**config.mk**
```make
export PLATFORM = sky130hd
export DESIGN_NAME = length_prefixed_frame_receiver_unit
export DESIGN_NICKNAME = d
export VERILOG_FILES = /design/src/rtl/lpfr_pkg.sv /design/src/rtl/lpfr_in_reg.sv /design/src/rtl/lpfr_deframer.sv /design/src/rtl/lpfr_out_reg.sv /design/src/rtl/length_prefixed_frame_receiver_unit.sv
export SDC_FILE = /design/constraint.sdc
export NUM_CORES = 1
export LEC_CHECK = 0
export BUFFER_PORTS_ARGS = -buffer_cell sky130_fd_sc_hd__buf_2
export CAP_MARGIN = 10
export CORE_MARGIN = 2
export CORE_UTILIZATION = 50
export CTS_BUF_LIST = sky130_fd_sc_hd__clkbuf_4 sky130_fd_sc_hd__clkbuf_8 sky130_fd_sc_hd__clkbuf_16
export DETAILED_ROUTE_END_ITERATION = 7
export PLACE_DENSITY = 0.65
export SKIP_CTS_REPAIR_TIMING = 1
export SYNTH_ARGS = -nofsm -noshare
export SYNTH_HDL_FRONTEND = slang
export SYNTH_SLANG_ARGS = --single-unit
```
**constraint.sdc**
```tcl
create_clock -name clock -period 3.7 [get_ports clock]
set_input_delay 0.74 -clock clock [delete_from_list [all_inputs] [get_ports clock]]
set_output_delay 0.74 -clock clock [all_outputs]
set_load 0.05 [all_outputs]
```
**src/rtl/lpfr_pkg.sv**
```systemverilog
// shared types and codes for the length-prefixed frame receiver
// no dependencies
package lpfr_pkg;

   localparam logic [1:0] KIND_CONNECT = 2'd0;
   localparam logic [1:0] KIND_BYTE    = 2'd1;
   localparam logic [1:0] KIND_HANGUP  = 2'd2;
   localparam logic [1:0] KIND_LOCAL   = 2'd3;

   localparam logic [1:0] EV_PAYLOAD      = 2'd0;
   localparam logic [1:0] EV_CONNECTED    = 2'd1;
   localparam logic [1:0] EV_DISCONNECTED = 2'd2;
   localparam logic [1:0] EV_EMPTY        = 2'd3;

   localparam logic [1:0] MODE_DISCONNECTED = 2'd0;
   localparam logic [1:0] MODE_HEADER       = 2'd1;
   localparam logic [1:0] MODE_PAYLOAD      = 2'd2;

   localparam logic       REG_MAX_PAYLOAD = 1'b0;
   localparam logic       REG_MAGIC       = 1'b1;

   localparam logic [31:0] RESET_MAX_PAYLOAD = 32'd33554432;
   localparam logic [31:0] RESET_MAGIC       = 32'h3130_5456;

   localparam logic [2:0] HEADER_LAST_BYTE = 3'd7;

   typedef struct packed {
      logic [1:0] kind;
      logic [7:0] data_byte;
   } item_type;

   typedef struct packed {
      logic [1:0] event_res;
      logic [7:0] payload_byte;
      logic       last_of_message;
   } result_type;

endpackage

```
**src/rtl/lpfr_in_reg.sv**
```systemverilog
// input register for requests
// depends on lpfr_pkg
module lpfr_in_reg (
   input  logic               clock,
   input  logic               reset,
   input  logic               req_tvalid,
   output logic               req_tready,
   input  lpfr_pkg::item_type req_item,
   input  logic               step,
   output logic               item_valid,
   output lpfr_pkg::item_type item
);
   import lpfr_pkg::*;

   logic     valid_ff, valid_in;
   item_type item_ff, item_in;
   logic     load;

   assign req_tready = !valid_ff || step;
   assign load       = req_tvalid && req_tready;
   assign valid_in   = load ? 1'b1 : (step ? 1'b0 : valid_ff);
   assign item_in    = load ? req_item : item_ff;

   always_ff @(posedge clock) begin
      if (reset) begin
         valid_ff <= 1'b0;
      end else begin
         valid_ff <= valid_in;
      end
      item_ff <= item_in;
   end

   assign item_valid = valid_ff;
   assign item       = item_ff;

endmodule

```
**src/rtl/lpfr_deframer.sv**
```systemverilog
// link state, header check and payload count, plus the two config registers
// depends on lpfr_pkg
module lpfr_deframer (
   input  logic                 clock,
   input  logic                 reset,
   input  logic                 csr_valid,
   input  logic                 csr_index,
   input  logic [31:0]          csr_data,
   input  logic                 item_valid,
   input  lpfr_pkg::item_type   item,
   input  logic                 step,
   output logic                 res_valid,
   output lpfr_pkg::result_type res
);
   import lpfr_pkg::*;

   logic [31:0] max_len_ff, max_len_in;
   logic [31:0] magic_ff, magic_in;
   logic [1:0]  mode_ff, mode_in;
   logic [2:0]  hdr_cnt_ff, hdr_cnt_in;
   logic [63:0] hdr_shift_ff, hdr_shift_in;
   logic [31:0] left_ff, left_in;

   logic        connected;
   logic [63:0] shift_next;
   logic [31:0] left_dec;

   assign connected  = (mode_ff == MODE_HEADER) || (mode_ff == MODE_PAYLOAD);
   assign shift_next = {item.data_byte, hdr_shift_ff[63:8]};
   assign left_dec   = (left_ff != 32'd0) ? left_ff - 32'd1 : 32'd0;

   always_comb begin
      max_len_in = max_len_ff;
      magic_in   = magic_ff;
      if (csr_valid) begin
         case (csr_index)
            REG_MAX_PAYLOAD: max_len_in = csr_data;
            REG_MAGIC:       magic_in   = csr_data;
            default:         max_len_in = max_len_ff;
         endcase
      end
   end

   always_comb begin
      mode_in      = mode_ff;
      hdr_cnt_in   = hdr_cnt_ff;
      hdr_shift_in = hdr_shift_ff;
      left_in      = left_ff;
      res_valid    = 1'b0;
      res          = '0;
      case (item.kind)
         KIND_CONNECT: begin
            if (!connected) begin
               mode_in      = MODE_HEADER;
               hdr_cnt_in   = 3'd0;
               hdr_shift_in = 64'd0;
               left_in      = 32'd0;
               res_valid    = 1'b1;
               res.event_res = EV_CONNECTED;
            end
         end
         KIND_HANGUP: begin
            if (connected) begin
               mode_in      = MODE_DISCONNECTED;
               hdr_cnt_in   = 3'd0;
               hdr_shift_in = 64'd0;
               left_in      = 32'd0;
               res_valid    = 1'b1;
               res.event_res = EV_DISCONNECTED;
            end
         end
         KIND_LOCAL: begin
            mode_in      = MODE_DISCONNECTED;
            hdr_cnt_in   = 3'd0;
            hdr_shift_in = 64'd0;
            left_in      = 32'd0;
         end
         default: begin
            if (!connected) begin
               mode_in = MODE_DISCONNECTED;
            end else if (mode_ff == MODE_HEADER) begin
               hdr_shift_in = shift_next;
               hdr_cnt_in   = hdr_cnt_ff + 3'd1;
               if (hdr_cnt_ff == HEADER_LAST_BYTE) begin
                  hdr_cnt_in   = 3'd0;
                  hdr_shift_in = 64'd0;
                  left_in      = 32'd0;
                  if ((shift_next[31:0] > max_len_ff) ||
                      (shift_next[63:32] != magic_ff)) begin
                     mode_in       = MODE_DISCONNECTED;
                     res_valid     = 1'b1;
                     res.event_res = EV_DISCONNECTED;
                  end else if (shift_next[31:0] == 32'd0) begin
                     res_valid           = 1'b1;
                     res.event_res       = EV_EMPTY;
                     res.last_of_message = 1'b1;
                  end else begin
                     mode_in = MODE_PAYLOAD;
                     left_in = shift_next[31:0];
                  end
               end
            end else begin
               res_valid        = 1'b1;
               res.event_res    = EV_PAYLOAD;
               res.payload_byte = item.data_byte;
               left_in          = left_dec;
               if (left_dec == 32'd0) begin
                  mode_in             = MODE_HEADER;
                  hdr_cnt_in          = 3'd0;
                  hdr_shift_in        = 64'd0;
                  res.last_of_message = 1'b1;
               end
            end
         end
      endcase
   end

   always_ff @(posedge clock) begin
      if (reset) begin
         max_len_ff   <= RESET_MAX_PAYLOAD;
         magic_ff     <= RESET_MAGIC;
         mode_ff      <= MODE_DISCONNECTED;
         hdr_cnt_ff   <= 3'd0;
         hdr_shift_ff <= 64'd0;
         left_ff      <= 32'd0;
      end else begin
         max_len_ff <= max_len_in;
         magic_ff   <= magic_in;
         if (item_valid && step) begin
            mode_ff      <= mode_in;
            hdr_cnt_ff   <= hdr_cnt_in;
            hdr_shift_ff <= hdr_shift_in;
            left_ff      <= left_in;
         end
      end
   end

endmodule

```
**src/rtl/lpfr_out_reg.sv**
```systemverilog
// result register on the response side
// depends on lpfr_pkg
module lpfr_out_reg (
   input  logic                 clock,
   input  logic                 reset,
   input  logic                 load_valid,
   input  lpfr_pkg::result_type load_res,
   output logic                 load_ready,
   output logic                 rsp_tvalid,
   input  logic                 rsp_tready,
   output lpfr_pkg::result_type rsp_res
);
   import lpfr_pkg::*;

   logic       valid_ff, valid_in;
   result_type res_ff, res_in;

   assign load_ready = !valid_ff || rsp_tready;
   assign valid_in   = load_ready ? load_valid : valid_ff;
   assign res_in     = (load_ready && load_valid) ? load_res : res_ff;

   always_ff @(posedge clock) begin
      if (reset) begin
         valid_ff <= 1'b0;
      end else begin
         valid_ff <= valid_in;
      end
      res_ff <= res_in;
   end

   assign rsp_tvalid = valid_ff;
   assign rsp_res    = res_ff;

endmodule

```
**src/rtl/length_prefixed_frame_receiver_unit.sv**
```systemverilog
// length-prefixed frame receiver: input register, deframer, result register
// one request per cycle, and no gaps on rsp, while rsp_tready stays high; a request
// waits in the input register and its result in the result register before it shows
// on rsp; requests without a result leave no bubble; synchronous active-high reset
// returns the link to disconnected and the config registers to their default values
module length_prefixed_frame_receiver_unit (
   input  logic        clock,
   input  logic        reset,
   input  logic        req_tvalid,
   output logic        req_tready,
   input  logic [7:0]  req_tdata,   // data_byte
   input  logic [1:0]  req_tuser,   // kind
   output logic        rsp_tvalid,
   input  logic        rsp_tready,
   output logic [7:0]  rsp_tdata,   // payload_byte
   output logic [1:0]  rsp_tuser,   // event_res
   output logic        rsp_tlast,
   input  logic        csr_valid,
   output logic        csr_ready,
   input  logic        csr_index,
   input  logic [31:0] csr_data
);
   import lpfr_pkg::*;

   item_type   req_item, item;
   logic       item_valid;
   logic       step;
   logic       res_valid;
   result_type res, rsp_res;
   logic       load_ready;

   assign req_item.kind      = req_tuser;
   assign req_item.data_byte = req_tdata;
   assign csr_ready          = 1'b1;
   assign step               = !res_valid || load_ready;

   lpfr_in_reg u_in_reg (
      .clock      (clock),
      .reset      (reset),
      .req_tvalid (req_tvalid),
      .req_tready (req_tready),
      .req_item   (req_item),
      .step       (step),
      .item_valid (item_valid),
      .item       (item)
   );

   lpfr_deframer u_deframer (
      .clock      (clock),
      .reset      (reset),
      .csr_valid  (csr_valid && csr_ready),
      .csr_index  (csr_index),
      .csr_data   (csr_data),
      .item_valid (item_valid),
      .item       (item),
      .step       (step),
      .res_valid  (res_valid),
      .res        (res)
   );

   lpfr_out_reg u_out_reg (
      .clock      (clock),
      .reset      (reset),
      .load_valid (item_valid && res_valid),
      .load_res   (res),
      .load_ready (load_ready),
      .rsp_tvalid (rsp_tvalid),
      .rsp_tready (rsp_tready),
      .rsp_res    (rsp_res)
   );

   assign rsp_tdata = rsp_res.payload_byte;
   assign rsp_tuser = rsp_res.event_res;
   assign rsp_tlast = rsp_res.last_of_message;

endmodule

```
==> results of run 1 <==
-- power groups by stage --
stage,registers (W),clock network (W),logic (W)
final,0.00209,0.00185,0.000829
after global routing,0.00209,0.00196,0.000905
after CTS,0.00208,0.00188,0.000798
after detailed placement,0.00213,0,0.000793
after global placement,0.00213,0,0.000789
after floorplan,0.00212,0,0.000566
-- area by class of cell --
cell class                      instances  area, µm²  area share
Tap cell                              265        332      0.0290
Clock buffer                           19        447      0.0390
Inverter                               44        165      0.0144
Timing Repair Buffer                  130        893      0.0780
Clock inverter                         13        158      0.0138
Multi-Input combinational cell        854       5630       0.492
Sequential cell                       180       3820       0.334
-- per-stage QoR --
| stage | setup slack (ns) | TNS, ns | utilization | cell area [µm²] |
|---|---|---|---|---|
| 5_1_grt | -0.259 | -0.259 | 0.594 | 11400 |
| 3_5_place_dp | 0.122 | 0 | 0.551 | 10600 |
| 3_3_place_gp | 0.154 | 0 | 0.551 | 10600 |
| 6_report | -0.0789 | -0.0789 | 0.594 | 11400 |
| 4_1_cts | -0.376 | -0.376 | 0.582 | 11200 |
| 2_1_floorplan | 0.0260 | 0 | - | 9770 |
-- synthesized netlist by cell type (7+ instances only) --
cell type	instances
nor4_1	22
a21oi_1	89
nand3_1	9
nand4_1	25
mux2i_1	67
nand2_1	207
and4_1	8
o32ai_1	7
ha_1	43
nand2b_1	72
xor2_1	7
nor3_1	30
nor2_1	40
edfxtp_1	21
clkbuf_1	63
nor2b_1	18
and2_1	12
a31oi_1	12
dfxtp_1	159
or2_2	9
or3_1	11
or4_1	8
a311oi_1	13
o21ai_0	20
a32o_1	7
nand3b_1	16
xnor2_1	35
inv_1	44
o31ai_1	8
-- kinds of logic (layout without fill, tap and decap cells) --
family / after synthesis / count (layout) / synth area share
mux: 68 / 68 / 0.0699
simple gates: 508 / 508 / 0.268
fa+ha+maj: 43 / 43 / 0.0552
compound gates: 192 / 192 / 0.128
other cells: 1 / 1 / 0.000384
flops: 180 / 180 / 0.391
xor+xnor: 42 / 42 / 0.0377
buf+inv: 119 / 206 / 0.0499
-- flip-flops by register name, summed over array words and instances (netlist names) --
signal                   flops
u_deframer.max_len_ff       32
u_deframer.magic_ff         32
u_in_reg.item               10
u_out_reg.rsp_res           11
u_in_reg.item_valid          1
u_out_reg.rsp_tvalid         1
u_deframer.mode_ff           2
u_deframer.left_ff          32
u_deframer.hdr_cnt_ff        3
u_deframer.hdr_shift_ff     56
-- worst paths after layout --
check	to	slack, ns	cells after the start	from
setup reg to reg	u_deframer.hdr_shift_ff[22]	0.30	11	u_deframer.left_ff[1]
hold / removal	u_deframer.max_len_ff[20]	0.46	2	u_deframer.max_len_ff[20]
setup / recovery	req_tready	-0.08	10	u_deframer.max_len_ff[8]
hold reg to reg	u_deframer.max_len_ff[20]	0.46	2	u_deframer.max_len_ff[20]
-- placed cells by master, fill, tap and decap left out, types with 12 or more instances in the layout --
cell type | Yosys | routed
inv_1 | 44 | 40
nand3b_1 | 16 | 16
a31oi_1 | 12 | 12
a21oi_1 | 89 | 88
edfxtp_1 | 21 | 21
nor2b_1 | 18 | 17
buf_2 | 2 | 58
nand4_1 | 25 | 25
nor3_1 | 30 | 29
clkbuf_16 | 0 | 17
buf_4 | 5 | 67
mux2i_1 | 67 | 67
dfxtp_1 | 159 | 152
ha_1 | 43 | 38
nor4_1 | 22 | 20
a311oi_1 | 13 | 13
nor2_1 | 40 | 39
nand2_1 | 207 | 207
o21ai_0 | 20 | 19
nand2b_1 | 72 | 72
xnor2_1 | 35 | 35
-- worst min-delay path, stage by stage (launching register included) --
cell	delay [ns]
dfxtp_1	0.31
nand2_1	0.05
a21oi_1	0.05
-- per-layer routing --
layer | up-vias | track usage | share of wire
li1 | 4196 | - | -
met1 | 3967 | 0.361 | 0.47
met2 | 233 | 0.412 | 0.46
met3 | 42 | 0.0413 | 0.048
met4 | 0 | 0.0836 | 0.025
met5 | - | 0 | 0
==> results.tsv, run 1 <==
metric	value	unit
outcome	finished with violations	
violations	setup timing	
floorplan.die_area	20600	µm²
ys_seq_area_frac	0.391	
drt_iter0_markers	626	
place.detailed.instances	1463	
grt_max_degree	61	
synth_top_area_share	0.326	
final.setup_skew	0.0154	ns
hold_ws	0.458	ns
synthesis.instances	1153	
drt-vias-per-instance	5.61	
tightest_slew	1.13	ns
cp_top_delay_family	compound AO/OA/AOI/OAI gates	
worst_path_most_repeated_cell	buf_4	
syn-num-nets	1244	
dpl.hpwl	19100	µm
die_x	144	µm
finish.cell_count_without_fillers	1505	
number_of_antenna_violations_at_the_first_check_in_global_routing	0	
critical_path.startpoint_type	flop	
die_h	144	µm
gp_congestion	0.913	
total_leakage_power	4.28	nW
clock-sinks	180	
pwr_density_cell	416	nW/µm²
coreArea	19300	µm²
intPower	0.00332	W
drt-wirelength-per-cell	17.7	µm
unrepaired_setup_endpoints_after_global_routing	yes	
synth.area.top_cells	dfxtp_1 33%, nand2_1 8.0%, mux2i_1 6.9%	
timing_hold_violations_final	0	
cp.buffers_inverters	3	
setup_viol	1	
ctsHtreeMaxLevel	4	
layout-area-overhead-vs-synth	17.4	%
yosysWarnings	0	
post_synth_edffs	21	
cp_data_arrival_time	3.04	ns
routed_wirelength	26600	µm
synth_area_leader_cell	dfxtp_1	
cp_slowest_cell	nor4_4	
core.rowCount	51	
cpPeakStageDelay	0.42	ns
all_layer_gr_usage	0.259	
ys_async_sr_fraction	0	
clk_path_buf_depth	2	
gr-total-overflow	0	
setup.worst_path.class	reg -> out	
initial_utilization	0.506	
top_level_ports	62	
number_of_global_route_vias_before_repair	7853	
worstSkewPairLatency	0.44	ns
synth_top_flop_cell	dfxtp_1	
finalCritPeriodShare	1.02	
route.detailed.drc	0	
n_antenna_cell	0	
hold_class	reg -> reg	
netSwitchingFraction	0.303	
ys_seq_elements	180	
synth.lib_cells_used.distinct	67	
cap_viol_max_count	0	
critical_path.cell_chain	inv_2 -> ha_4 -> nand4_1 -> buf_4 -> nor4_4 -> nor2_4 -> a2111oi_4 -> a21boi_2 -> o211ai_1 -> buf_4	
nets	1318	
fraction_of_final_layout_cells_with_drive_strength_greater_than_1	0.174	
clock_power_share	0.388	
cp_data_required_time	2.96	ns
cts_root_buffer	clkbuf_16	
syn_avg_cell_area	8.46	µm²
power.switching	0.00144	W
filler_cell_count	1770	
detailedRoute.firstPassIterationCount	5	
path_max_fanout	4	
worst_slew_margin_rel	0.245	
syn-cell-area	9750	µm²
peakVddDrop	0.284	mV
global_route_wire_length_before_repair	41400	µm
comb_power_share	0.174	
worst_slack	-0.0789	ns
report.power.total	0.00476	W
cts.reportedPaths.clkPinSlew	0.09	ns
tritoncts	yes	
max_clock_freq	265	MHz
slew_viol_final	0	
port_buffers	60	
detailroute.via_count	8438	
cts_inserted_buffers	17	
detail-route-antenna-nets	0	
seq_power_share	0.438	
critical_path.endpoint_type	output pin	
final.min_clock_period	3.78	ns
(Power assumes the default switching activity.)
==> inputs of run 2 (changes only) <==
- RECOVER_POWER: default -> 25
==> run 2 against run 1 <==
The run ends with capacitance limit, slew limit, setup timing left. Global-route usage unchanged. Critical path depth unchanged. Clock power about the same. Routed wire length increased by 0.11%. First-iteration DRC count decreased by 1.8%. Final cell count unchanged. Worst setup slack about the same. Clock-buffer cell count unchanged. Non-clock buffer count unchanged. Critical endpoint unchanged.
==> results.tsv, run 2 (synthesized netlist as in run 1, its figures left out) <==
metric	value	unit
port_buffers	60	
regToRegSetupSlack	0.31	ns
route.detailed.drc	0	
detail-route-antenna-nets	0	
die_h	144	µm
pwr_density_cell	417	nW/µm²
cp_top_delay_family	compound AO/OA/AOI/OAI gates	
detailroute.via_count	8463	
clk_path_buf_depth	2	
place_worst_setup_slack	0.122	ns
cpPeakStageDelay	0.42	ns
tritoncts	yes	
reg2regPathDepth	11	
setup.worst_path.class	reg -> out	
cp.buffers_inverters	3	
tightest_slew	2.37	ns
power.switching	0.00145	W
routed_wirelength	26700	µm
comb_power_share	0.174	
crit-reg2reg-capture	u_deframer.hdr_shift_ff[22]	
cp_data_arrival_time	3.04	ns
max_flop_register	u_deframer.hdr_shift_ff	
core.rowCount	51	
peakVddDrop	0.283	mV
place_area	10600	µm²
nets	1318	
number_of_global_route_vias_before_repair	7853	
finish.cell_count_without_fillers	1505	
critical_path.cell_chain	inv_2 -> ha_4 -> nand4_1 -> buf_4 -> nor4_4 -> nor2_4 -> a2111oi_4 -> a21boi_2 -> o211ai_1 -> buf_4	
critical_path.endpoint_type	output pin	
worst-path-stages	10	
cts_inserted_buffers	17	
outcome	finished with violations	
detailedRoute.firstPassIterationCount	5	
cp_slowest_cell	nor4_4	
worst_slack	-0.0789	ns
slew_viol_final	60	
filler_cell_count	1776	
path_max_fanout	4	
seq_power_share	0.438	
top_level_ports	62	
final.setup_skew	0.0158	ns
number_of_antenna_violations_at_the_first_check_in_global_routing	0	
worst_slew_margin_rel	-0.580	
cts.reportedPaths.clkPinSlew	0.09	ns
intPower	0.00332	W
cp_data_required_time	2.96	ns
global_route_wire_length_before_repair	41400	µm
final.min_clock_period	3.78	ns
ctsHtreeMaxLevel	4	
cap_viol_max_count	1	
worst_path_most_repeated_cell	buf_4	
largest_register_ffs	56	
drt-vias-per-instance	5.62	
layout-area-overhead-vs-synth	17.2	%
worstSkewPairLatency	0.43	ns
all_layer_gr_usage	0.259	
setup_viol	1	
cts_root_buffer	clkbuf_16	
timing_hold_violations_final	0	
drt_iter0_markers	615	
total_leakage_power	4.27	nW
fraction_of_final_layout_cells_with_drive_strength_greater_than_1	0.172	
most_common_cell_after_layout_fill_and_taps_aside	nand2_1	
report.power.total	0.00477	W
clock-sinks	180	
critical_path.startpoint_type	flop	
drt-wirelength-per-cell	17.7	µm
min_path_cells	2	
place.detailed.instances	1463	
hold_class	reg -> reg	
violations	capacitance limit, slew limit, setup timing	
max_clock_freq	265	MHz
most-common-layout-cells	207 x nand2_1, 152 x dfxtp_1, 88 x a21oi_1	
dpl.hpwl	19100	µm
grt_max_degree	61	
clock_power_share	0.389	
gp_congestion	0.913	
n_antenna_cell	0	
die_x	144	µm
rr_startpoint	u_deframer.left_ff[1]	
startpoint_of_the_most_critical_hold_path	u_deframer.max_len_ff[29]	
floorplan.die_area	20600	µm²
gr-total-overflow	0	
unrepaired_setup_endpoints_after_global_routing	yes	
netSwitchingFraction	0.304	
min_delay_worst_endpoint	u_deframer.max_len_ff[29]	
finalCritPeriodShare	1.02	
coreArea	19300	µm²
initial_utilization	0.506	
layout.cell_area.non_filler	11400	µm²
==> run 2: cell types whose count changed in the layout (fill, tap and decap cells not counted), sizes merged <==
cell,before,now
buf,130,126
clkbuf,19,23
==> run 2: worst min-delay path, stage by stage (launching register included) <==
cell and delay [ns]:
dfxtp_1 0.31, nand2_1 0.05, a21oi_1 0.05
==> run 2: worst max path at each step <==
stage	to	from	slack, ns
after global routing	req_tready	u_deframer.max_len_ff[8]	-0.26
after floorplan	req_tready	u_deframer.max_len_ff[22]	0.03
after CTS	req_tready	u_deframer.max_len_ff[22]	-0.38
after detailed placement	req_tready	u_deframer.max_len_ff[22]	0.12
final	req_tready	u_deframer.max_len_ff[8]	-0.08
after global placement	req_tready	u_deframer.max_len_ff[30]	0.15
==> run 2: final cells by class <==
class / instances / area [µm²] / share of cell area
timing repair buffer: 130 / 882 / 0.0771
clock inverter: 13 / 158 / 0.0138
clock buffer: 19 / 447 / 0.0391
multi-input combinational: 854 / 5630 / 0.492
inverter: 44 / 165 / 0.0144
tap: 265 / 332 / 0.0290
sequential: 180 / 3820 / 0.334
==> run 2: power by group through the flow <==
| stage | sequential [W] | combinational (W) | clock [W] |
|---|---|---|---|
| 3_3_place_gp | 0.00213 | 0.000789 | 0 |
| 2_1_floorplan | 0.00212 | 0.000566 | 0 |
| 5_1_grt | 0.00209 | 0.000905 | 0.00196 |
| 3_5_place_dp | 0.00213 | 0.000793 | 0 |
| 6_report | 0.00209 | 0.000828 | 0.00185 |
| 4_1_cts | 0.00208 | 0.000798 | 0.00188 |
==> run 2: routing by layer <==
layer / share of wire / track usage / wire (µm) / up-vias
met4: 0.023 / 0.0836 / 624 / 0
li1: - / - / - / 4199
met2: 0.46 / 0.412 / 12400 / 226
met3: 0.049 / 0.0413 / 1310 / 42
met5: 0 / 0 / 0 / -
met1: 0.46 / 0.361 / 12400 / 3996
==> run 2: per-stage QoR <==
step                 util  setup TNS [ns]  hold slack (ns)
finish              0.593         -0.0789            0.459
global route        0.593          -0.259            0.465
CTS                 0.582          -0.376            0.458
detailed placement  0.551               0            0.448
global placement    0.551               0            0.445
floorplan               -               0            0.436
